[src/rtl/pid_ctl_pkg.sv]
`default_nettype none

package pid_ctl_pkg;

  localparam int unsigned DataW = 16;
  localparam int unsigned AddrW = 5;
  localparam int unsigned BusW  = 32;

  typedef logic signed [DataW-1:0] q88_t;
  typedef logic        [DataW-1:0] gain_t;
  typedef logic        [2:0]       reg_idx_t;

  localparam reg_idx_t REG_PROP_GAIN      = 3'd0;
  localparam reg_idx_t REG_INTEG_GAIN     = 3'd1;
  localparam reg_idx_t REG_DERIV_GAIN     = 3'd2;
  localparam reg_idx_t REG_OUT_LOW        = 3'd3;
  localparam reg_idx_t REG_OUT_HIGH       = 3'd4;
  localparam reg_idx_t REG_PERIOD_TICKS   = 3'd5;
  localparam reg_idx_t REG_REVERSE_ACTING = 3'd6;
  localparam reg_idx_t REG_AUTO_MODE      = 3'd7;

  localparam gain_t PROP_GAIN_RST   = 16'd256;
  localparam gain_t INTEG_GAIN_RST  = 16'd0;
  localparam gain_t DERIV_GAIN_RST  = 16'd0;
  localparam q88_t  OUT_LOW_RST     = -16'sd2560;
  localparam q88_t  OUT_HIGH_RST    = 16'sd25600;
  localparam gain_t PERIOD_RST      = 16'd1000;
  localparam gain_t TICKS_SAT       = 16'hFFFF;

  // Half of one Q8.8 LSB of a Q16.16 product, for round half up.
  localparam logic signed [33:0] ROUND_HALF = 34'sd128;

endpackage

`default_nettype wire

[src/rtl/pid_controller_step.sv]
`default_nettype none
// Sampled PID regulator, Q8.8 fixed point.
// Input channel (in_valid/in_ready): one tick per request carrying measurement,
// target and manual value. Result channel (out_valid/out_ready): one drive value,
// given only on ticks that run an update (auto mode, first auto tick or period
// elapsed). Manual-mode ticks and in-between ticks produce no result.
// An accepted tick is held in the input register and its result is loaded into
// the output register, which raises out_valid. Throughput: one tick per cycle
// unless an updating tick finds the output register still full; the three 17x17
// gain products, the adds and the two clamps all sit in the single stage after
// the input register. When the receiver stalls, a pending result is held; ticks
// that give no result keep flowing, and a tick that needs to update waits in the
// input register, with in_ready low, until the output register frees.
// Configuration: APB-style writes at byte address 4*index, pready always high;
// write only while no tick is in flight.
// Reset (synchronous, rst_n low) loads the register defaults, clears the
// integral, previous measurement, held output and auto flag, and saturates the
// tick counter so the next auto tick updates. No clearing pass is needed.
module pid_controller_step
  import pid_ctl_pkg::*;
(
  input  wire                  clk,
  input  wire                  rst_n,
  input  wire                  in_valid,
  output logic                 in_ready,
  input  wire signed [15:0]    in_measurement,
  input  wire signed [15:0]    in_target,
  input  wire signed [15:0]    in_manual_value,
  output logic                 out_valid,
  input  wire                  out_ready,
  output logic signed [15:0]   out_drive,
  input  wire                  psel,
  input  wire                  penable,
  input  wire                  pwrite,
  input  wire [AddrW-1:0]      paddr,
  input  wire [BusW-1:0]       pwdata,
  output logic [BusW-1:0]      prdata,
  output logic                 pready
);

  // Configuration registers.
  gain_t prop_gain_r, integ_gain_r, deriv_gain_r, period_r;
  q88_t  out_low_r, out_high_r;
  logic  reverse_r, auto_mode_r;

  // Controller state.
  q88_t  integ_sum_r, prev_meas_r, held_drive_r;
  gain_t ticks_r;
  logic  was_auto_r;

  // Input register and output register.
  logic  s1_vld_r;
  q88_t  s1_meas_r, s1_tgt_r, s1_man_r;
  logic  out_valid_r;
  q88_t  out_drive_r;

  logic     cfg_wr;
  reg_idx_t cfg_idx;

  assign pready  = 1'b1;
  assign cfg_wr  = psel && penable && pwrite;
  assign cfg_idx = paddr[4:2];

  always_comb begin
    prdata = '0;
    case (cfg_idx)
      REG_PROP_GAIN:      prdata = {16'd0, prop_gain_r};
      REG_INTEG_GAIN:     prdata = {16'd0, integ_gain_r};
      REG_DERIV_GAIN:     prdata = {16'd0, deriv_gain_r};
      REG_OUT_LOW:        prdata = {16'd0, out_low_r};
      REG_OUT_HIGH:       prdata = {16'd0, out_high_r};
      REG_PERIOD_TICKS:   prdata = {16'd0, period_r};
      REG_REVERSE_ACTING: prdata = {31'd0, reverse_r};
      REG_AUTO_MODE:      prdata = {31'd0, auto_mode_r};
      default:            prdata = '0;
    endcase
  end

  always_ff @(posedge clk) begin
    if (!rst_n) begin
      prop_gain_r  <= PROP_GAIN_RST;
      integ_gain_r <= INTEG_GAIN_RST;
      deriv_gain_r <= DERIV_GAIN_RST;
      out_low_r    <= OUT_LOW_RST;
      out_high_r   <= OUT_HIGH_RST;
      period_r     <= PERIOD_RST;
      reverse_r    <= 1'b0;
      auto_mode_r  <= 1'b0;
    end else if (cfg_wr) begin
      case (cfg_idx)
        REG_PROP_GAIN:      prop_gain_r  <= pwdata[15:0];
        REG_INTEG_GAIN:     integ_gain_r <= pwdata[15:0];
        REG_DERIV_GAIN:     deriv_gain_r <= pwdata[15:0];
        REG_OUT_LOW:        out_low_r    <= pwdata[15:0];
        REG_OUT_HIGH:       out_high_r   <= pwdata[15:0];
        REG_PERIOD_TICKS:   period_r     <= pwdata[15:0];
        REG_REVERSE_ACTING: reverse_r    <= pwdata[0];
        REG_AUTO_MODE:      auto_mode_r  <= pwdata[0];
        default: ;
      endcase
    end
  end

  // Clamp order matters with crossed limits: the upper limit is tested first.
  function automatic q88_t clamp_lim(input logic signed [27:0] x,
                                     input q88_t lo, input q88_t hi);
    logic signed [27:0] lo_w, hi_w;
    lo_w = 28'(lo);
    hi_w = 28'(hi);
    if (x > hi_w)      clamp_lim = hi;
    else if (x < lo_w) clamp_lim = lo;
    else               clamp_lim = x[15:0];
  endfunction

  function automatic logic signed [25:0] round_q88(input logic signed [16:0] k,
                                                   input logic signed [16:0] v);
    logic signed [33:0] prod;
    logic signed [33:0] sum;
    prod = k * v;
    sum  = prod + ROUND_HALF;
    round_q88 = sum[33:8];
  endfunction

  function automatic logic signed [16:0] signed_gain(input gain_t g, input logic neg);
    logic signed [16:0] gs;
    gs = $signed({1'b0, g});
    signed_gain = neg ? -gs : gs;
  endfunction

  gain_t ticks_inc, ticks_nxt;
  logic  first, upd, out_free, s1_go;
  q88_t  integ_base, prev_eff, integ_c, drive_c;
  logic signed [16:0] kp_s, ki_s, kd_s, err, delta;
  logic signed [25:0] rp, ri, rd;
  logic signed [27:0] integ_raw, drive_raw;

  always_comb begin
    ticks_inc  = (ticks_r == TICKS_SAT) ? ticks_r : ticks_r + 16'd1;
    first      = auto_mode_r && !was_auto_r;
    upd        = s1_vld_r && auto_mode_r && (first || (ticks_inc >= period_r));
    out_free   = !out_valid_r || out_ready;
    s1_go      = s1_vld_r && (!upd || out_free);
    in_ready   = !s1_vld_r || s1_go;
    ticks_nxt  = upd ? '0 : ticks_inc;

    // A bumpless start takes the held output as the integral and the current
    // measurement as the previous one; a previous value of zero is also replaced.
    integ_base = first ? held_drive_r : integ_sum_r;
    prev_eff   = (first || (prev_meas_r == '0)) ? s1_meas_r : prev_meas_r;

    kp_s  = signed_gain(prop_gain_r, reverse_r);
    ki_s  = signed_gain(integ_gain_r, reverse_r);
    kd_s  = signed_gain(deriv_gain_r, reverse_r);
    err   = 17'(s1_tgt_r) - 17'(s1_meas_r);
    delta = 17'(s1_meas_r) - 17'(prev_eff);

    rp = round_q88(kp_s, err);
    ri = round_q88(ki_s, err);
    rd = round_q88(kd_s, delta);

    integ_raw = 28'(integ_base) + 28'(ri);
    integ_c   = clamp_lim(integ_raw, out_low_r, out_high_r);
    // Derivative on measurement is subtracted.
    drive_raw = 28'(rp) + 28'(integ_c) - 28'(rd);
    drive_c   = clamp_lim(drive_raw, out_low_r, out_high_r);
  end

  always_ff @(posedge clk) begin
    if (!rst_n) begin
      s1_vld_r <= 1'b0;
    end else if (in_valid && in_ready) begin
      s1_vld_r <= 1'b1;
    end else if (s1_go) begin
      s1_vld_r <= 1'b0;
    end
  end

  always_ff @(posedge clk) begin
    if (in_valid && in_ready) begin
      s1_meas_r <= in_measurement;
      s1_tgt_r  <= in_target;
      s1_man_r  <= in_manual_value;
    end
  end

  always_ff @(posedge clk) begin
    if (!rst_n) begin
      integ_sum_r  <= '0;
      prev_meas_r  <= '0;
      held_drive_r <= '0;
      ticks_r      <= TICKS_SAT;
      was_auto_r   <= 1'b0;
    end else if (s1_go) begin
      ticks_r <= ticks_nxt;
      if (!auto_mode_r) begin
        held_drive_r <= s1_man_r;
        was_auto_r   <= 1'b0;
      end else if (upd) begin
        integ_sum_r  <= integ_c;
        held_drive_r <= drive_c;
        prev_meas_r  <= s1_meas_r;
        was_auto_r   <= 1'b1;
      end
    end
  end

  always_ff @(posedge clk) begin
    if (!rst_n) begin
      out_valid_r <= 1'b0;
    end else if (s1_go && upd) begin
      out_valid_r <= 1'b1;
    end else if (out_ready) begin
      out_valid_r <= 1'b0;
    end
  end

  always_ff @(posedge clk) begin
    if (s1_go && upd) begin
      out_drive_r <= drive_c;
    end
  end

  assign out_valid = out_valid_r;
  assign out_drive = out_drive_r;

`ifndef SYNTHESIS
  a_upd_loads_out: assert property (@(posedge clk) disable iff (!rst_n)
    s1_go && upd |=> out_valid_r && (ticks_r == '0))
    else $error("update did not load result or restart tick count");

  a_manual_clears_auto: assert property (@(posedge clk) disable iff (!rst_n)
    s1_go && !auto_mode_r |=> !was_auto_r && (held_drive_r == $past(s1_man_r)))
    else $error("manual tick did not hold manual value");

  a_drive_in_limits: assert property (@(posedge clk) disable iff (!rst_n)
    s1_go && upd && (out_low_r <= out_high_r) |=>
      (out_drive_r >= $past(out_low_r)) && (out_drive_r <= $past(out_high_r)))
    else $error("drive outside limits");

  a_stall_blocks_input: assert property (@(posedge clk) disable iff (!rst_n)
    s1_vld_r && !s1_go |-> !in_ready && upd && out_valid_r)
    else $error("input register stalled without a pending result");
`endif

endmodule

`default_nettype wire

[config.mk]
export PLATFORM = sky130hd
export DESIGN_NAME = pid_controller_step
export DESIGN_NICKNAME = d
export VERILOG_FILES = /design/src/rtl/pid_ctl_pkg.sv /design/src/rtl/pid_controller_step.sv
export SDC_FILE = /design/constraint.sdc
export NUM_CORES = 2
export LEC_CHECK = 0
export BUFFER_PORTS_ARGS = -buffer_cell sky130_fd_sc_hd__buf_2
export CORE_MARGIN = 5
export CORE_UTILIZATION = 40
export CTS_CLUSTER_SIZE = 16
export DETAILED_ROUTE_END_ITERATION = 8
export GPL_TIMING_DRIVEN = 0
export PLACE_DENSITY = 0.66
export SLEW_MARGIN = 10
export SYNTH_ARGS = -nofsm -noshare
export SYNTH_HDL_FRONTEND = slang
export SYNTH_SLANG_ARGS = --single-unit
[constraint.sdc]
create_clock -name clk -period 26.2 [get_ports clk]
set_clock_uncertainty 0.2 [all_clocks]
set_input_delay 2.62 -clock clk [delete_from_list [all_inputs] [get_ports clk]]
set_output_delay 2.62 -clock clk [all_outputs]
set_load 0.01 [all_outputs]
==> reports/qor.yml <==
critical_path:
  delay_heaviest_family_cp: "compound AO/OA/AOI/OAI gates"
  slowest_stage: "sky130_fd_sc_hd__xnor2_1"
  critPathLaunchType: "register"
  critical_path_peak_fanout: 11
  reg2reg_from: "s1_meas_r[0]"
  crit_buf_inv: 8
  worst_path_most_repeated_cell: "sky130_fd_sc_hd__fa_1"
  cp_data_arrival_time_ns: 22.09
  worstSetupStartpoint: "s1_meas_r[0]"
  critical_path_class: "reg -> reg"
  worst-endpoint-required_ns: 26.54
  worst_path_max_stage_delay_ns: 1.00
  critical_path.endpoint_type: "register"
sta:
  peak_clock_frequency_supported_by_timing_ghz: 0.0460
  fin_setup_tns_ns: 0
  final_min_period_over_clock_period_pct: 83.0
  setup_viol_count_final: 0
  number_of_hold_slack_violations_in_the_final_timing_report: 0
  slew_viol_final: 0
  unrepaired_setup_endpoints_after_global_routing: "false"
  relSlewSlack_pct: 8.80
  timing.final.crit_period_ns: 21.75
  tightest_slew_ns: 1.36
die:
  core.rowCount: 129
  initial_utilization_pct: 40.2
  die-area_sq_mm: 0.132
  die-height_um: 363
  num_io_pins: 143
  die_w_um: 363
  core_area_sq_mm: 0.124
layout:
  fin_util_pct: 43.3
  share_of_final_layout_standard_cells_stronger_than_drive_strength_1_pct: 4.07
  nets: 7365
  area.growth.synth_to_final_pct: 7.65
yosys:
  synth.top_cells.by_count: "sky130_fd_sc_hd__inv_1 (1,000), sky130_fd_sc_hd__fa_1 (917), sky130_fd_sc_hd__nand2_1 (857), sky130_fd_sc_hd__nor2_1 (465), sky130_fd_sc_hd__ha_1 (457)"
  ys.warnings.count: 0
  syn_area_per_cell_sq_um: 8.67
  syn_area_sq_mm: 0.0498
  yosysUniqueCellTypes: 86
  synth_largest_type_area_fraction_pct: 36.9
  seq_area_frac_synth_pct: 10.5
  synth-edff-count: 64
  synth.ff_latch_count: 229
  synth_area_leaders: "sky130_fd_sc_hd__fa_1 (37%), sky130_fd_sc_hd__ha_1 (11%), sky130_fd_sc_hd__inv_1 (7.5%)"
  synth_flop_cell: "sky130_fd_sc_hd__dfxtp_1"
  cell_with_the_most_instances_after_synthesis: "sky130_fd_sc_hd__inv_1"
  synth_largest_area_cell: "sky130_fd_sc_hd__fa_1"
  postSynth.asyncResetShare_pct: 0
  syn_inst: 5746
detailed_routing:
  drt_pass1_iterations: 8
  drc: 0
  route.detailed.wl_per_inst_um: 22.8
  via_per_inst: 5.57
  initial_drt_markers: 4094
  finalWirelength_um: 172000
  dr_total_vias: 42080
  antenna_violating_nets_post_route: 0
grt:
  global_route_wire_length_before_repair_um: 259000
  antenna_found_initial: 8
  grt_pass1_vias: 42322
  grt_usage_pct: 25.9
  grt_start_max_net_pins: 49
  grt_overflow: 0
placement:
  place_hpwl_um: 145000
  placer_s_final_routability_congestion_estimate: 1.03
  buffer_ports.inserted: 102
cts:
  clock_sink_count: 229
  h_tree_levels: 1
  cts.reportedPaths.clkPinSlew_ns: 0.06
  postCtsResizedCells: 0
  insertion_delay_ns: 0.61
  tritoncts: "done"
  hold_buf_count_cts: 0
  clk_root_buffer_cell: "sky130_fd_sc_hd__clkbuf_16"
  cts_buffers: 28
  post_cts_buffers: 0
  cts-root-to-sink-buffers: 3
worst_hold_path:
  timing.hold.worst.start: "integ_sum_r[0]"
  hold_path_class: "reg -> reg"
power_and_ir_drop:
  power_density_mw_per_mm2: 77.0
  total_leakage_power_nw: 24.7
  vdd_ir_drop_max_mv: 0.136
job:
  timing.max_cap.violations: 0
run_status:
  run_status: "finished clean"
registers in the layout, summed over array words and instances, names as in the netlist:
signal and flops:
out_valid 1, prop_gain_r 16, reverse_r 1, deriv_gain_r 16, out_high_r 16, ticks_r 16, auto_mode_r 1, out_drive 16
held_drive_r 16, s1_meas_r 16, period_r 16, out_low_r 16, s1_tgt_r 16, integ_gain_r 16, was_auto_r 1, s1_vld_r 1
prev_meas_r 16, integ_sum_r 16, s1_man_r 16
metal layers:
layer | track usage (%) | wire [um]
met4 | 10.4 | 9000
met5 | 0 | 68
met1 | 34.3 | 67300
met2 | 39.8 | 74500
met3 | 7.86 | 21200
final timing paths:
path	endpoint	slack [ns]	cells past startpoint
worst max-delay path	held_drive_r[9]	4.45	71
worst max register to register	held_drive_r[9]	4.45	71
worst min-delay path	integ_sum_r[0]	0.26	2
worst min register to register	integ_sum_r[0]	0.26	2
metrics by stage:
step | worst slack (ns) | instances | hold WS [ns] | power [mW] | cell area, sq um
4_1_cts | 4.81 | 7558 | 0.266 | 4.05 | 53600
5_1_grt | 3.70 | 7560 | 0.295 | 4.47 | 53600
3_3_place_gp | 4.25 | 7500 | 0.247 | 3.53 | 52400
6_report | 4.45 | 7560 | 0.263 | 4.13 | 53600
2_1_floorplan | 9.28 | 5761 | 0.234 | 2.65 | 49900
3_5_place_dp | 4.84 | 7506 | 0.258 | 3.60 | 52600
report_power, final:
group          switching, mW  total, mW  internal, mW
clock                  0.178      0.426         0.247
combinational           2.10       3.30          1.19
sequential            0.0129      0.410         0.397
worst register-to-register path, delay by kind of cell (launching register included):
kind | cells | cell delay, ns
xor+xnor | 3 | 1.42
mux | 3 | 0.67
compound gates | 29 | 7.74
buf+inv | 8 | 1.96
flops | 1 | 0.46
simple gates | 14 | 3.43
fa+ha+maj | 14 | 5.84
logic make-up after synthesis:
group	share of synthesized area, %
simple gates	15.2
buf+inv	9.46
flops	10.5
other cells	0.0151
compound gates	10.8
mux	1.04
fa+ha+maj	48.3
xor+xnor	4.64
cells in the final DEF, fill, tap and decap left out, types with 11 or more instances in the layout:
| cell | netlist | routed |
|---|---|---|
| sky130_fd_sc_hd__inv_1 | 1000 | 1000 |
| sky130_fd_sc_hd__fa_1 | 917 | 917 |
| sky130_fd_sc_hd__nand2_1 | 857 | 857 |
| sky130_fd_sc_hd__nor2_1 | 465 | 464 |
| sky130_fd_sc_hd__ha_1 | 457 | 457 |
| sky130_fd_sc_hd__a21oi_1 | 277 | 277 |
| sky130_fd_sc_hd__clkbuf_1 | 205 | 205 |
| sky130_fd_sc_hd__dfxtp_1 | 165 | 165 |
| sky130_fd_sc_hd__xnor2_1 | 163 | 155 |
| sky130_fd_sc_hd__o21ai_0 | 133 | 131 |
| sky130_fd_sc_hd__buf_2 | 7 | 109 |
| sky130_fd_sc_hd__nand3_1 | 95 | 95 |
| sky130_fd_sc_hd__xor2_1 | 97 | 92 |
| sky130_fd_sc_hd__a21o_1 | 81 | 81 |
| sky130_fd_sc_hd__and2_1 | 72 | 71 |
| sky130_fd_sc_hd__nor3_1 | 64 | 64 |
| sky130_fd_sc_hd__edfxtp_1 | 64 | 64 |
| sky130_fd_sc_hd__mux2i_1 | 45 | 45 |
| sky130_fd_sc_hd__a31oi_1 | 43 | 43 |
| sky130_fd_sc_hd__o211ai_1 | 37 | 37 |
| sky130_fd_sc_hd__nand2b_1 | 34 | 34 |
| sky130_fd_sc_hd__o21a_1 | 34 | 34 |
| sky130_fd_sc_hd__nand4_1 | 30 | 30 |
| sky130_fd_sc_hd__clkbuf_16 | 0 | 29 |
| sky130_fd_sc_hd__nor2b_1 | 27 | 27 |
| sky130_fd_sc_hd__a211oi_1 | 24 | 24 |
| sky130_fd_sc_hd__a211o_1 | 23 | 23 |
| sky130_fd_sc_hd__and3_1 | 22 | 22 |
| sky130_fd_sc_hd__or3_1 | 22 | 22 |
| sky130_fd_sc_hd__nor4_1 | 19 | 19 |
| sky130_fd_sc_hd__or2_2 | 18 | 18 |
| sky130_fd_sc_hd__o22ai_1 | 17 | 17 |
| sky130_fd_sc_hd__buf_4 | 17 | 17 |
| sky130_fd_sc_hd__conb_1 | 2 | 17 |
| sky130_fd_sc_hd__o31ai_1 | 13 | 13 |
| sky130_fd_sc_hd__a22oi_1 | 13 | 13 |
| sky130_fd_sc_hd__a21boi_0 | 12 | 12 |
| sky130_fd_sc_hd__o211a_1 | 11 | 11 |
| sky130_fd_sc_hd__o21bai_1 | 11 | 11 |
area by class of cell:
cell class                 instances  area, sq um
fill                           12161        70200
clock inverter                    21          263
timing repair buffer             108          589
tap                             1637         2050
multi-input combinational       4296        40000
clock buffer                      31          743
sequential                       229         5230
inverter                        1002         3760
antenna                            2         5.00
buffer                           234          952
Note: power is estimated with default switching activity, not from simulation.
